[src/rtl/kvs_pkg.sv]
// ----------------------------------------------------------------------------
// kvs_pkg
// Shared types and constants for the key velocity scanner: phase codes, the
// per-key record kept in the key memory and the reciprocal divider interface.
// ----------------------------------------------------------------------------
package kvs_pkg;

   // default keyboard geometry
   localparam int OCTAVES_DEF         = 8;
   localparam int KEYS_PER_OCTAVE_DEF = 16;

   // field widths
   localparam int OCT_W   = 3;
   localparam int TONE_W  = 4;
   localparam int TIME_W  = 32;
   localparam int TRAV_W  = 16;
   localparam int VOL_W   = 16;

   // divider operands: numerator and divisor reach 2^16
   localparam int DIV_W   = 17;

   localparam logic [VOL_W-1:0]  Q15_ONE    = 16'h8000;
   localparam logic [VOL_W-1:0]  Q15_ZERO   = 16'h0000;
   localparam logic [TRAV_W-1:0] TRAVEL_MAX = 16'hFFFF;

   // per-key contact phase
   typedef enum logic [1:0] {
      PH_RELEASED = 2'd0,
      PH_HALF     = 2'd1,
      PH_FULL     = 2'd2
   } phase_type;

   // one key record in memory
   typedef struct packed {
      phase_type             phase;
      logic [TIME_W-1:0]     start_time;
      logic [TRAV_W-1:0]     travel;
      logic [VOL_W-1:0]      volume;
   } rec_type;

   // divider request and response
   typedef struct packed {
      logic               start;
      logic [DIV_W-1:0]   num;
      logic [DIV_W-1:0]   den;
   } div_req_type;

   typedef struct packed {
      logic               done;
      logic [VOL_W-1:0]   quot;
   } div_rsp_type;

endpackage

[src/rtl/kvs_recip_div.sv]
// ----------------------------------------------------------------------------
// kvs_recip_div
// Restoring radix-2 divider, one quotient bit per cycle. Gives the rounded
// Q1.15 reciprocal from a prepared numerator and divisor.
// ----------------------------------------------------------------------------
module kvs_recip_div (
   input  logic                 clock,
   input  logic                 reset,
   input  kvs_pkg::div_req_type div_req,
   output kvs_pkg::div_rsp_type div_rsp
);

   localparam int DW    = kvs_pkg::DIV_W;
   localparam int CNT_W = $clog2(DW + 1);

   logic               busy_ff, busy_in;
   logic [CNT_W-1:0]   cnt_ff, cnt_in;
   logic [DW:0]        rem_ff, rem_in;
   logic [DW-1:0]      shf_ff, shf_in;
   logic [DW-1:0]      den_ff, den_in;
   logic               done_ff, done_in;
   logic [DW:0]        trial;
   logic               qbit;
   logic               last;

   // one trial subtraction per cycle
   always_comb begin
      trial   = {rem_ff[DW-1:0], shf_ff[DW-1]};
      qbit    = (trial >= {1'b0, den_ff});
      last    = (cnt_ff == CNT_W'(DW - 1));
      busy_in = busy_ff;
      cnt_in  = cnt_ff;
      rem_in  = rem_ff;
      shf_in  = shf_ff;
      den_in  = den_ff;
      done_in = 1'b0;
      if (div_req.start) begin
         busy_in = 1'b1;
         cnt_in  = '0;
         rem_in  = '0;
         shf_in  = div_req.num;
         den_in  = div_req.den;
      end else if (busy_ff) begin
         rem_in  = qbit ? (trial - {1'b0, den_ff}) : trial;
         shf_in  = {shf_ff[DW-2:0], qbit};
         cnt_in  = cnt_ff + CNT_W'(1);
         if (last) begin
            busy_in = 1'b0;
            done_in = 1'b1;
         end
      end
   end

   // control state
   always_ff @(posedge clock) begin
      if (reset) begin
         busy_ff <= 1'b0;
         done_ff <= 1'b0;
      end else begin
         busy_ff <= busy_in;
         done_ff <= done_in;
      end
   end

   // datapath
   always_ff @(posedge clock) begin
      cnt_ff <= cnt_in;
      rem_ff <= rem_in;
      shf_ff <= shf_in;
      den_ff <= den_in;
   end

   // quotient never exceeds 1.0 in Q1.15
   assign div_rsp.done = done_ff;
   assign div_rsp.quot = shf_ff[kvs_pkg::VOL_W-1:0];

endmodule

[config.mk]
export PLATFORM = sky130hd
export DESIGN_NAME = kvs_recip_div
export DESIGN_NICKNAME = d
export VERILOG_FILES = /design/src/rtl/kvs_pkg.sv /design/src/rtl/kvs_recip_div.sv
export SDC_FILE = /design/constraint.sdc
export NUM_CORES = 1
export LEC_CHECK = 0
export BUFFER_PORTS_ARGS = -buffer_cell sky130_fd_sc_hd__buf_4
export CAP_MARGIN = 20
export CORE_MARGIN = 2
export CORE_UTILIZATION = 45
export CTS_CLUSTER_SIZE = 20
export DETAILED_ROUTE_END_ITERATION = 8
export PLACE_DENSITY = 0.66
export SLEW_MARGIN = 20
export SYNTH_ARGS = -nofsm -noshare
export SYNTH_HDL_FRONTEND = slang
export SYNTH_SLANG_ARGS = --single-unit
[constraint.sdc]
create_clock -name clock -period 4.8 [get_ports clock]
set_input_delay 0.96 -clock clock [delete_from_list [all_inputs] [get_ports clock]]
set_output_delay 0.96 -clock clock [all_outputs]
set_load 0.01 [all_outputs]
### Word level (Yosys, flattened, before mapping)

Index checks and enable logic that the tools add are counted.

* bits in registers: 58
* bits in latches: 0
* RAM bits: 0
* memory bits (read-only): 0
* bits of input ports: 37
* output and inout bits: 17
* word-level logic and storage cells: 20
* memories: 0

* add/sub/neg operators: 2
* multipliers: 0
* div/mod/pow operators: 0
* order comparisons: 1
* equality and inequality tests: 1
* shift operators: 0
* muxes and demuxes: 7
* bitwise gates (word level): 1
* reductions and logical operators: 2

Operator list (number)
* 17-bit two-way mux: 3
* 18-bit by 17-bit >= comparator with 1-bit output: 1
* 17-bit subtractor: 1
* 5-bit by 1-bit adder with 5-bit output, second input constant: 1
* 5-bit == test, second input constant: 1
* 1-bit two-way mux: 4
* 3-bit OR reduction: 1
* 2-bit nonzero test: 1
* 1-bit inverter: 1

### Logic depth before layout (Yosys ltp)

Gate-level depths: netlist of the first run.

* depth in word-level cells: 4
* gate-level depth with buffers: 11

### Worst setup path before layout of the first run

OpenSTA, ideal clock, no wires.

* path type: flip-flop to flip-flop
* start point: register shf_ff[16]
* end point: register shf_ff[0] (data pin)
* arrival: 2247 ps
* setup slack: 2293 ps
* stages on the path, launching flop included: 11
* path buffers: 1
* clock period less this slack: 2507 ps
* cell sequence: edfxtp_1 > inv_1 > ha_1 > inv_1 > fa_1 > a21o_1 > a221oi_4 > o22ai_2 > a21o_1 > buf_4 > mux2_2

* longest elaborated chain between the ends: 3

RTL lines
* start: declaration: line kvs_recip_div.sv:19 `logic [DW-1:0] shf_ff, shf_in;`
* start signal: assignment: line kvs_recip_div.sv:69 `shf_ff <= shf_in;`
* 18-bit by 17-bit >= comparator with 1-bit output: line kvs_recip_div.sv:29 `qbit = (trial >= {1'b0, den_ff});`
* 17-bit two-way mux: line kvs_recip_div.sv:43 `end else if (busy_ff) begin`
* 17-bit two-way mux: line kvs_recip_div.sv:37 `if (div_req.start) begin`
* net shf_in[0]: line kvs_recip_div.sv:19

The timed path passes the listed nets, and every way through them passes these cells. The select of a mux whose other input is x is not followed.
A chain may end at the register's enable or synchronous reset.

### Final worst setup path of the first run

* start point: register shf_ff[16]
* end point: register rem_ff[6]

* longest elaborated chain between the ends: 2
* elaborated cells on any way between the ends: 3

RTL lines
* 17-bit subtractor or 18-bit by 17-bit >= comparator with 1-bit output (tied branches): line kvs_recip_div.sv:44, kvs_recip_div.sv:29
* 17-bit two-way mux *: line kvs_recip_div.sv:44 `rem_in = qbit ? (trial - {1'b0, den_ff}) : trial;`
* end signal: assignment: line kvs_recip_div.sv:68 `rem_ff <= rem_in;`
* end: declaration: line kvs_recip_div.sv:18 `logic [DW:0] rem_ff, rem_in;`

Every way passes the cells marked *; elsewhere a longest branch is shown, timed or not.

==> impl_results.md, run 1 <==
* Outcome: completed
* Largest net degree at the start of global routing at 52
* Chip Width at 90.5 um
* Crit-path max FO at 21
* Most frequent cells after synthesis: 34 x edfxtp_1, 27 x nand2_1, 25 x inv_1
* Worst R2R Start: shf_ff[16]
* Setup_tns at 0 ns
* Comb power frac at 17.6%
* Clock Path Buffers at 2
* Slowest-stage cell, CP: a21oi_2
* Routed wire length at 6.63 mm
* RSZ-0062 raised after global routing: false
* CP endpoint kind: register
* Leak Pwr at 0.00161 uW
* Peak VDD IR at 0.142 mV
* Yosys reg bits at 58
* Ant. Diodes at 0
* Post-place setup slack at 1.78 ns
* Initial antenna violation count at 0
* Reg2Reg Depth at 10
* CTS H-tree depth at 3
* Total gr overflow at 0
* Starting Density at 46.4%
* Worst slew margin at 39.2%
* Clock Skew at 0.00848 ns
* Post-Synth XOR/XNOR Area at 3.90%
* CTS tree: done
* Number of remaining DRC errors at 0
* Worst setup SP type: register
* Max Slew Vio Count at 0
* Number of global-route vias before repair at 2401
* Root buffer cell: clkbuf_8
* WS Path Type: reg -> reg
* Fin. Hold Viols at 0
* Final weighted congestion in routability-driven placement at 0.838
* Main synth FF type: edfxtp_1
* Worst Hold End: rem_ff[7]
* Hold Path Class: reg -> reg
* Post-synthesis compound-gate area fraction at 16.3%
* Final nets at 418
* Switch Pwr at 320 uW
* CP startpoint: shf_ff[16]
* Cell variety after synth at 53
* Leading area contributor after synthesis: edfxtp_1
* # setup viols final at 0
* # clock sinks at 58
* Critical Path Most Common Cell: inv_1
* Post-synthesis cell area at 3360 um^2
* Largest stage delay, worst path at 0.71 ns
* Post-synth top area share at 30.3%
* Tmin final at 2.97 ns
* Cts repair resizes at 0
* Slew at the pin closest to its max-slew limit at 0.912 ns
* WP data arrival at 3.20 ns
* Min-delay src: rem_ff[6]
* Routed wire per std cell at 14.3 um
* First-pass GRT wire length at 11.3 mm
* Most frequent cell after synthesis: edfxtp_1
* Synth area leaders: edfxtp_1 30%, dfxtp_1 14%, ha_1 7.1%
* Rows at 31
* Routed vias at 2403
* Number of hold buffers added after CTS at 0
* Port Buf Inserts at 53
* Total GRT Usage at 17.1%
* Post-synthesis adder-cell area fraction at 7.66%
* Internal power at 908 uW
* Antenna Nets Post-Route at 0
* Core area at 7250 um^2
* Post-Synth Simple-Gate Area at 12.7%
* R2r setup slk at 1.83 ns
* Pre-Repair DR Iteration Count at 4
* Syn nets at 386
* Num CTS Buffers at 9
* Final setup margin at 1.83 ns
* Ys Warns at 0
* Sequential Power Share at 47.9%
* Clk slew on worst S/H paths at 0.06 ns
* Achievable Freq at 337 MHz
* Reg-to-Reg End: rem_ff[6]
* Share of post-route cells with drive strength above 1 at 24.9%
* Critical Path RT at 5.04 ns
* DP HPWL at 4.79 mm
* Sw Ratio at 26.1%
* DRT iter0 DRCs at 151
* Final core occ at 53.5%
* Worst path bufs/invs at 2
* Mapped Avg Cell Area at 10.2 um^2
* Clock power frac at 34.5%
* Die span in y at 90.5 um
* Mux cell area share after synthesis at 6.32%
* Seq/Total Area, Yosys at 44.6%
* Number of synthesized flops with an enable pin at 34
* Hold Crit Depth at 2
* Family with the most delay on the worst path: compound AO/OA/AOI/OAI gates
* Final worst-path cycle share at 61.8%
* Asr flop ratio synth at 0%
* Maxcap violations at 0
* Main combinational cell family by area after synthesis: compound AO/OA/AOI/OAI gates
* Area Growth Syn to Fin at 15.2%
* Die Area at 8180 um^2
* Vias/cell at 5.17
* Power Density at 317 nW/um^2
* Post-CTS setup buffers at 0
* Synth Instances at 329
* CP Cell Sequence: inv_1 > ha_1 > inv_1 > fa_1 > a21o_1 > a221oi_4 > o22ai_2 > a21oi_2 > nand2_1 > a311oi_1
* Top Ports at 54
* Clock Latency Late Sink at 0.33 ns
power by group through the flow:
stage | clock network, uW | logic [uW] | registers [uW]
after floorplan | 0 | 167 | 590
after global placement | 0 | 214 | 598
after detailed placement | 0 | 217 | 599
after CTS | 432 | 218 | 589
after global routing | 457 | 242 | 594
final | 423 | 216 | 588
cells in the final DEF, fill, tap and decap left out, types with 2 or more instances in the layout:
master,count
buf_4,53
edfxtp_1,34
nand2_1,27
inv_1,25
dfxtp_1,24
nor2_1,20
ha_1,19
mux2_2,18
a21oi_1,15
o21ai_0,10
nand3_1,9
xor2_1,9
clkbuf_8,9
a21o_1,8
a311oi_1,7
xnor2_1,6
nand2b_1,5
a32oi_1,5
nor3_1,4
nand4_1,4
o211ai_1,4
or3_1,3
nor2b_1,3
a211oi_1,3
o31ai_1,3
o21bai_1,3
and3_1,2
a211o_1,2
o311ai_1,2
and2_1,2
clkinv_1,2
clkinvlp_4,2
sequential cells by signal (all words and copies together), names as in the netlist:
| register | cells |
|---|---|
| shf_ff | 17 |
| busy_ff | 1 |
| den_ff | 17 |
| cnt_ff | 5 |
| rem_ff | 17 |
| done_ff | 1 |
cell type report:
cell class	instances	area, um^2
Multi-Input combinational cell	214	1580
Fill cell	673	3380
Sequential cell	58	1500
Inverter	25	93.8
Clock buffer	10	128
Clock inverter	6	57.6
Timing Repair Buffer	53	398
Tap cell	99	124
kinds of logic (layout without fill, tap and decap cells):
logic type | after synthesis | count (layout)
and+or+nand+nor | 86 | 86
AOI/OAI and AO/OA | 74 | 74
DFF | 58 | 58
buffers and inverters | 57 | 94
adders and majority gates | 20 | 20
muxes | 19 | 19
xor gates and xnor gates | 15 | 15
worst reg2reg max path: stages, from the launching register on:
cell      delay [ns]
edfxtp_1        0.38
inv_1           0.07
ha_1            0.15
inv_1           0.05
fa_1            0.41
a21o_1          0.24
a221oi_4        0.31
o22ai_2         0.17
a21oi_2         0.71
nand2_1         0.12
a311oi_1        0.28
how the worst max path moves through the flow:
| stage | slack (ns) | cells past startpoint | end |
|---|---|---|---|
| detailed placement | 1.78 | 3 | shf_ff[4] |
| CTS | 1.81 | 10 | rem_ff[6] |
| global placement | 1.86 | 3 | shf_ff[0] |
| global route | 1.58 | 10 | rem_ff[1] |
| floorplan | 2.29 | 10 | shf_ff[0] |
| finish | 1.83 | 10 | rem_ff[6] |
per-layer routing:
| metal | wire [um] | share of wire [%] | global-route usage, % |
|---|---|---|---|
| met1 | 3170 | 48 | 22.3 |
| met2 | 3140 | 47 | 27.7 |
| met3 | 254 | 3.8 | 3.51 |
| met4 | 64 | 0.96 | 7.31 |
| met5 | 0 | 0 | 0 |
stage by stage:
stage	instances	instance area (um^2)	hold slack (ns)	power [uW]
6_report	465	3880	0.498	1230
5_1_grt	465	3880	0.533	1290
4_1_cts	465	3880	0.501	1240
3_5_place_dp	449	3690	0.492	816
3_3_place_gp	449	3690	0.484	812
2_1_floorplan	329	3360	0.461	757
Note: power is estimated with default switching activity, not from simulation.
==> inputs of run 2 (changes only) <==
ABC_AREA = 1   (was default)
PLACE_DENSITY = 0.68   (was 0.66)
clock period = 2.5 ns   (was 4.8 ns; I/O delays follow)
==> run 2 against run 1 <==
Net effect: utilization is 0.18 points higher; clock skew hardly changed; worst hold slack worse by 0.16 ns; power is 79% higher; synthesized area is 7.3% higher; via count is 27% higher; non-clock buffer count is 6 higher; clock power is 84% higher; register-to-register slack worse by 1.5 ns.
==> impl_results.md, run 2 <==
* Clock Skew at 0.00828 ns (was 0.00848 ns)
* Outcome: completed (unchanged)
* CTS tree: done (unchanged)
* Final setup margin at 0.366 ns (was 1.83 ns)
* Final core occ at 53.6% (was 53.5%)
* Syn nets at 542 (was 386)
* Asr flop ratio synth at 0% (unchanged)
* Post-CTS setup buffers at 0 (unchanged)
* Commonest non-fill, non-tap cells in the layout: 165 x nand2_1, 78 x inv_1, 58 x buf_4, 51 x nand3_1, 34 x edfxtp_1 (was 53 x buf_4, 34 x edfxtp_1, 27 x nand2_1, 25 x inv_1, 24 x dfxtp_1)
* Clk slew on worst S/H paths at 0.07 ns (was 0.06 ns)
* Crit-path max FO at 4 (was 21)
* DP HPWL at 5.71 mm (was 4.79 mm)
* Maxcap violations at 0 (unchanged)
* Final worst-path cycle share at 85.3% (was 61.8%)
* Final weighted congestion in routability-driven placement at 0.959 (was 0.838)
* Main synth FF type: edfxtp_1 (unchanged)
* Pre-Repair DR Iteration Count at 4 (unchanged)
* Vias/cell at 4.81 (was 5.17)
* Mapped Avg Cell Area at 7.44 um^2 (was 10.2 um^2)
* Slew at the pin closest to its max-slew limit at 0.595 ns (was 0.912 ns)
* Largest net degree at the start of global routing at 24 (was 52)
* Commonest non-fill, non-tap cell in the layout: nand2_1 (was buf_4)
* Routed wire per std cell at 12.1 um (was 14.3 um)
* Root buffer cell: clkbuf_8 (unchanged)
* Routed wire length at 7.69 mm (was 6.63 mm)
* Post-synthesis cell area at 3610 um^2 (was 3360 um^2)
* Number of global-route vias before repair at 2927 (was 2401)
* Number of remaining DRC errors at 0 (unchanged)
* CP startpoint: shf_ff[16] (unchanged)
* Area Growth Syn to Fin at 15.5% (was 15.2%)
* Clock Path Buffers at 2 (unchanged)
* Reg-to-Reg End: rem_ff[8] (was rem_ff[6])
* Most frequent cells after synthesis: 165 x nand2_1, 78 x inv_1, 51 x nand3_1 (was 34 x edfxtp_1, 27 x nand2_1, 25 x inv_1)
* Fin. Hold Viols at 0 (unchanged)
* Antenna Nets Post-Route at 0 (unchanged)
* Ant. Diodes at 0 (unchanged)
* Setup crit end: rem_ff[8] (was rem_ff[6])
* Num CTS Buffers at 9 (unchanged)
* Most frequent cell after synthesis: nand2_1 (was edfxtp_1)
* Ys Warns at 0 (unchanged)
* Slowest-stage cell, CP: fa_1 (was a21oi_2)
* Yosys reg bits at 58 (unchanged)
* Total gr overflow at 0 (unchanged)
* WHS at 0.338 ns (was 0.498 ns)
* Port Buf Inserts at 53 (unchanged)
* WS Path Type: reg -> reg (unchanged)
* R2r setup slk at 0.37 ns (was 1.83 ns)
* Initial antenna violation count at 0 (unchanged)
* Final nets at 584 (was 418)
* Clock Latency Late Sink at 0.33 ns (about the same)
* Synth area leaders: edfxtp_1 28%, nand2_1 17%, dfxtp_1 13% (was edfxtp_1 30%, dfxtp_1 14%, ha_1 7.1%)
* Worst setup SP type: register (unchanged)
* CP Cell Sequence: inv_1 > ha_1 > inv_1 > fa_1 > nand3_1 > nand3_1 > nand2_1 > nand2_1 > xnor2_1 > nand2_1 > nand3_1 > o21ai_0 (was inv_1 > ha_1 > inv_1 > fa_1 > a21o_1 > a221oi_4 > o22ai_2 > a21oi_2 > nand2_1 > a311oi_1)
* Rows at 32 (was 31)
* Hold Path Class: in -> reg (was reg -> reg)
* Worst R2R Start: shf_ff[16] (unchanged)
* Post-place setup slack at 0.389 ns (was 1.78 ns)
* Tmin final at 2.13 ns (was 2.97 ns)
* Top Ports at 54 (unchanged)
* # setup viols final at 0 (unchanged)
* Setup_tns at 0 ns (unchanged)
* Total GRT Usage at 18.9% (was 17.1%)
* Worst slew margin at 60.1% (was 39.2%)
* Leak Pwr at 0.00215 uW (was 0.00161 uW)
* Leading area contributor after synthesis: edfxtp_1 (unchanged)
* Finished Layout Cells at 634 (was 465)
* Achievable Freq at 469 MHz (was 337 MHz)
* Routed vias at 3052 (was 2403)
* Chip Width at 93.5 um (was 90.5 um)
* Critical Path RT at 2.71 ns (was 5.04 ns)
* Post-synth top area share at 28.3% (was 30.3%)
* Number of hold buffers added after CTS at 0 (unchanged)
* Cts repair resizes at 0 (unchanged)
* Share of post-route cells with drive strength above 1 at 16.4% (was 24.9%)
* Power Density at 528 nW/um^2 (was 317 nW/um^2)
* Biggest regs: den_ff: 17 flops, rem_ff: 17 flops, shf_ff: 17 flops (unchanged)
* Die Area at 8750 um^2 (was 8180 um^2)
* Synth Instances at 485 (was 329)
* WP data arrival at 2.35 ns (was 3.20 ns)
* Placed insts at 618 (was 449)
* Peak VDD IR at 0.284 mV (was 0.142 mV)
* Core area at 7770 um^2 (was 7250 um^2)
* Number of synthesized flops with an enable pin at 34 (unchanged)
* Die span in y at 93.5 um (was 90.5 um)
* Largest stage delay, worst path at 0.43 ns (was 0.71 ns)
* Cell variety after synth at 29 (was 53)
* Max Slew Vio Count at 0 (unchanged)
* RSZ-0062 raised after global routing: false (unchanged)
* Min-delay src: div_req[6] (was rem_ff[6])
* Seq/Total Area, Yosys at 41.6% (was 44.6%)
* CTS H-tree depth at 3 (unchanged)
* # clock sinks at 58 (unchanged)
* CP endpoint kind: register (unchanged)
* Reg2Reg Depth at 12 (was 10)
* DRT iter0 DRCs at 150 (was 151)
* First-pass GRT wire length at 13.1 mm (was 11.3 mm)
* Starting Density at 46.5% (was 46.4%)
-- run 2: cell count changes after synthesis, sizes merged, moves of 7 or more --
cell / change
a311oi: -7
inv: +53
a21o: -8
xor2: -9
nand2: +144
nand3: +43
mux2: -18
-- run 2: worst min-delay path by stage --
stage                       to  slack, ns  cells past startpoint
finish               den_ff[6]       0.34                      1
global route         den_ff[5]       0.31                      1
CTS                 den_ff[12]       0.32                      1
detailed placement   cnt_ff[4]       0.44                      1
global placement     cnt_ff[4]       0.44                      1
floorplan            cnt_ff[4]       0.42                      1
-- run 2: cell type report --
cell class	instances	area [um^2]
Clock buffer	10	138
Inverter	79	297
Clock inverter	6	41.3
Timing Repair Buffer	59	455
Sequential cell	58	1500
Multi-Input combinational cell	320	1610
Fill cell	750	3600
Tap cell	102	128
-- run 2: cells by family (layout without fill, tap and decap cells) --
family                     count (synthesis)  after routing  share of synthesized area (%)
and+or+nand+nor                          264            264                           31.5
buffers and inverters                    107            154                           13.9
DFF                                       58             58                           41.6
AOI/OAI and AO/OA                         29             29                           4.16
adders and majority gates                 20             20                           7.14
xor gates and xnor gates                   7              7                           1.70
-- run 2: critical path, delay by kind of cell, from the launching register on --
kind	cells	cell delay [ns]
compound gates	1	0.10
xor+xnor	1	0.24
fa+ha+maj	2	0.57
buf+inv	2	0.15
flops	1	0.36
simple gates	6	0.61
-- run 2: per-layer routing --
| layer | share of wire, % | routed length, um | vias up | GRT usage [%] |
|---|---|---|---|---|
| met2 | 48 | 3690 | 49 | 32.0 |
| met4 | 1.2 | 91 | 0 | 6.04 |
| met1 | 47 | 3600 | 1393 | 23.7 |
| met5 | 0 | 0 | - | 0 |
| met3 | 4.0 | 311 | 8 | 4.59 |
| li1 | - | - | 1602 | - |
-- run 2: metrics by stage --
stage,total power [uW],cell area (um^2)
4_1_cts,2230,4170
3_3_place_gp,1440,3990
5_1_grt,2310,4170
6_report,2200,4170
3_5_place_dp,1440,3990
2_1_floorplan,1330,3610
-- run 2: power breakdown --
part / switching, uW / internal [uW] / total, uW
Clock: 395 / 386 / 780
Sequential: 25.6 / 1080 / 1100
Combinational: 179 / 141 / 319
Total: 599 / 1600 / 2200
==> inputs of run 3 (changes only) <==
PLACE_DENSITY = 0.77   (was 0.68)
==> run 3 against run 2 <==
Net effect: die area unchanged; non-clock buffer count rose by 2; sequential power barely moved; power increased by 8.3%; clock skew increased by 0.0046 ns; utilization rose by 0.43 points; count of clock-buffer cells in the layout did not move; global-route usage up 0.82 points; final area up 0.81%; wire length is 5.3% higher.
==> impl_results.md, run 3 (synthesis gave the netlist of run 2 again) <==
* Total gr overflow at 0 (unchanged)
* Commonest non-fill, non-tap cells in the layout: 165 x nand2_1, 78 x inv_1, 61 x buf_4, 51 x nand3_1, 34 x edfxtp_1 (was 165 x nand2_1, 78 x inv_1, 58 x buf_4, 51 x nand3_1, 34 x edfxtp_1)
* Worst setup SP type: register (unchanged)
* Routed wire length at 8.10 mm (was 7.69 mm)
* Total GRT Usage at 19.7% (was 18.9%)
* Biggest regs: den_ff: 17 flops, rem_ff: 17 flops, shf_ff: 17 flops (unchanged)
* Initial antenna violation count at 0 (unchanged)
* First-pass GRT wire length at 13.6 mm (was 13.1 mm)
* RSZ-0062 raised after global routing: false (unchanged)
* Clock Skew at 0.0129 ns (was 0.00828 ns)
* Crit-path max FO at 16 (was 4)
* Comb power frac at 13.4% (was 14.5%)
* DRT iter0 DRCs at 207 (was 150)
* Reg2Reg Depth at 11 (was 12)
* Starting Density at 46.5% (unchanged)
* Clock Path Buffers at 2 (unchanged)
* Overall Power at 2380 uW (was 2200 uW)
* Power Density at 568 nW/um^2 (was 528 nW/um^2)
* CTS tree: done (unchanged)
* Root buffer cell: clkbuf_8 (unchanged)
* Slew at the pin closest to its max-slew limit at 0.593 ns (was 0.595 ns)
* Die Area at 8750 um^2 (unchanged)
* CP endpoint kind: register (unchanged)
* WP data arrival at 2.51 ns (was 2.35 ns)
* Vias/cell at 4.96 (was 4.81)
* Num CTS Buffers at 9 (unchanged)
* Final weighted congestion in routability-driven placement at 0.955 (was 0.959)
* Final setup margin at 0.275 ns (was 0.366 ns)
* Clock Latency Late Sink at 0.36 ns (was 0.33 ns)
* Switch Pwr at 613 uW (was 599 uW)
* Setup crit end: rem_ff[10] (was rem_ff[8])
* Core area at 7770 um^2 (unchanged)
* Port Buf Inserts at 53 (unchanged)
* Fin. Hold Viols at 0 (unchanged)
* Cts repair resizes at 0 (unchanged)
* Hold Path Class: in -> reg (unchanged)
* Peak VDD IR at 0.208 mV (was 0.284 mV)
* Reg-to-Reg End: rem_ff[10] (was rem_ff[8])
* Pre-Repair DR Iteration Count at 4 (unchanged)
* Max Slew Vio Count at 0 (unchanged)
* CP startpoint: shf_ff[16] (unchanged)
* Leak Pwr at 0.00218 uW (was 0.00215 uW)
* Rows at 32 (unchanged)
* Achievable Freq at 449 MHz (was 469 MHz)
* Share of post-route cells with drive strength above 1 at 16.3% (was 16.4%)
* Critical Path RT at 2.79 ns (was 2.71 ns)
* Area Growth Syn to Fin at 16.4% (was 15.5%)
* Final core occ at 54.1% (was 53.6%)
* Tmin final at 2.23 ns (was 2.13 ns)
* Final nets at 586 (was 584)
* Chip Width at 93.5 um (unchanged)
* Final worst-path cycle share at 89.0% (was 85.3%)
* R2r setup slk at 0.27 ns (was 0.37 ns)
* # clock sinks at 58 (unchanged)
* Ant. Diodes at 0 (unchanged)
* Fillers at 756 (was 750)
* Routed vias at 3152 (was 3052)
* Internal power at 1770 uW (was 1600 uW)
* Die span in y at 93.5 um (unchanged)
* Clk slew on worst S/H paths at 0.08 ns (was 0.07 ns)
* Clock power frac at 40.3% (was 35.4%)
* Outcome: completed (unchanged)
* DP HPWL at 5.77 mm (was 5.71 mm)
* CTS H-tree depth at 3 (unchanged)
* Number of global-route vias before repair at 3065 (was 2927)
* Top Ports at 54 (unchanged)
* Post-place setup slack at 0.382 ns (was 0.389 ns)
* Setup_tns at 0 ns (unchanged)
* Routed wire per std cell at 12.7 um (was 12.1 um)
* Number of remaining DRC errors at 0 (unchanged)
* Number of hold buffers added after CTS at 0 (unchanged)
* Sw Ratio at 25.7% (was 27.2%)
* Largest net degree at the start of global routing at 28 (was 24)
* WS Path Type: reg -> reg (unchanged)
* Sequential Power Share at 46.3% (was 50.1%)
* Commonest non-fill, non-tap cell in the layout: nand2_1 (unchanged)
* Maxcap violations at 0 (unchanged)
* Antenna Nets Post-Route at 0 (unchanged)
* Post-CTS setup buffers at 0 (unchanged)
* # setup viols final at 0 (unchanged)
* Worst R2R Start: shf_ff[16] (unchanged)
* Worst slew margin at 60.2% (was 60.1%)
## run 3: cell count changes in the layout (fill, tap and decap cells not counted)
cell        previous run  this run
buf_12                 1         0
buf_4                 58        61
bufinv_16              0         2
clkbuf_1               0         1
clkbuf_8              10         9
clkinv_1               1         2
clkinv_4               0         1
clkinvlp_4             3         0
inv_6                  1         0
## run 3: layout make-up
| cell class | instances | area, um^2 | area share (%) |
|---|---|---|---|
| tap | 102 | 128 | 3.04 |
| timing repair buffer | 61 | 458 | 10.9 |
| clock buffer | 10 | 128 | 3.04 |
| sequential | 58 | 1500 | 35.7 |
| multi-input combinational | 320 | 1610 | 38.2 |
| inverter | 79 | 297 | 7.06 |
| clock inverter | 6 | 82.6 | 1.97 |
## run 3: power by group through the flow
stage                     logic [uW]  registers (uW)  clock network (uW)
after global routing             354            1110                1000
after global placement           309            1120                   0
after CTS                        317            1100                 968
after detailed placement         316            1120                   0
after floorplan                  217            1120                   0
final                            320            1100                 961
## run 3: worst min path at each step
stage,from,end,slack (ns),depth (start not counted)
floorplan,cnt_ff[4],cnt_ff[4],0.42,1
global placement,cnt_ff[4],cnt_ff[4],0.44,1
detailed placement,cnt_ff[4],cnt_ff[4],0.46,1
CTS,reset,done_ff,0.31,2
global route,div_req[2],den_ff[2],0.31,1
finish,div_req[4],den_ff[4],0.32,1
## run 3: per-stage QoR
stage | hold slack (ns) | instance area (um^2) | cells
finish | 0.317 | 4200 | 636
global route | 0.310 | 4200 | 636
CTS | 0.312 | 4200 | 636
detailed placement | 0.458 | 3990 | 620
global placement | 0.438 | 3990 | 620
floorplan | 0.423 | 3610 | 485
## run 3: critical path, stage by stage (launching register included)
cell	delay [ns]
edfxtp_1	0.38
inv_1	0.09
ha_1	0.14
inv_1	0.07
fa_1	0.44
nand3_1	0.15
nand3_2	0.12
nand2_1	0.16
nand2_2	0.24
o21ai_1	0.19
nand3_1	0.09
nand2_1	0.09
## run 3: per-layer routing
metal	share of wire (%)	GRT usage, %	vias up
met5	0	0	-
met3	4.2	3.06	15
met4	2.5	9.78	0
met1	45	23.9	1453
met2	49	33.9	82
li1	-	-	1602
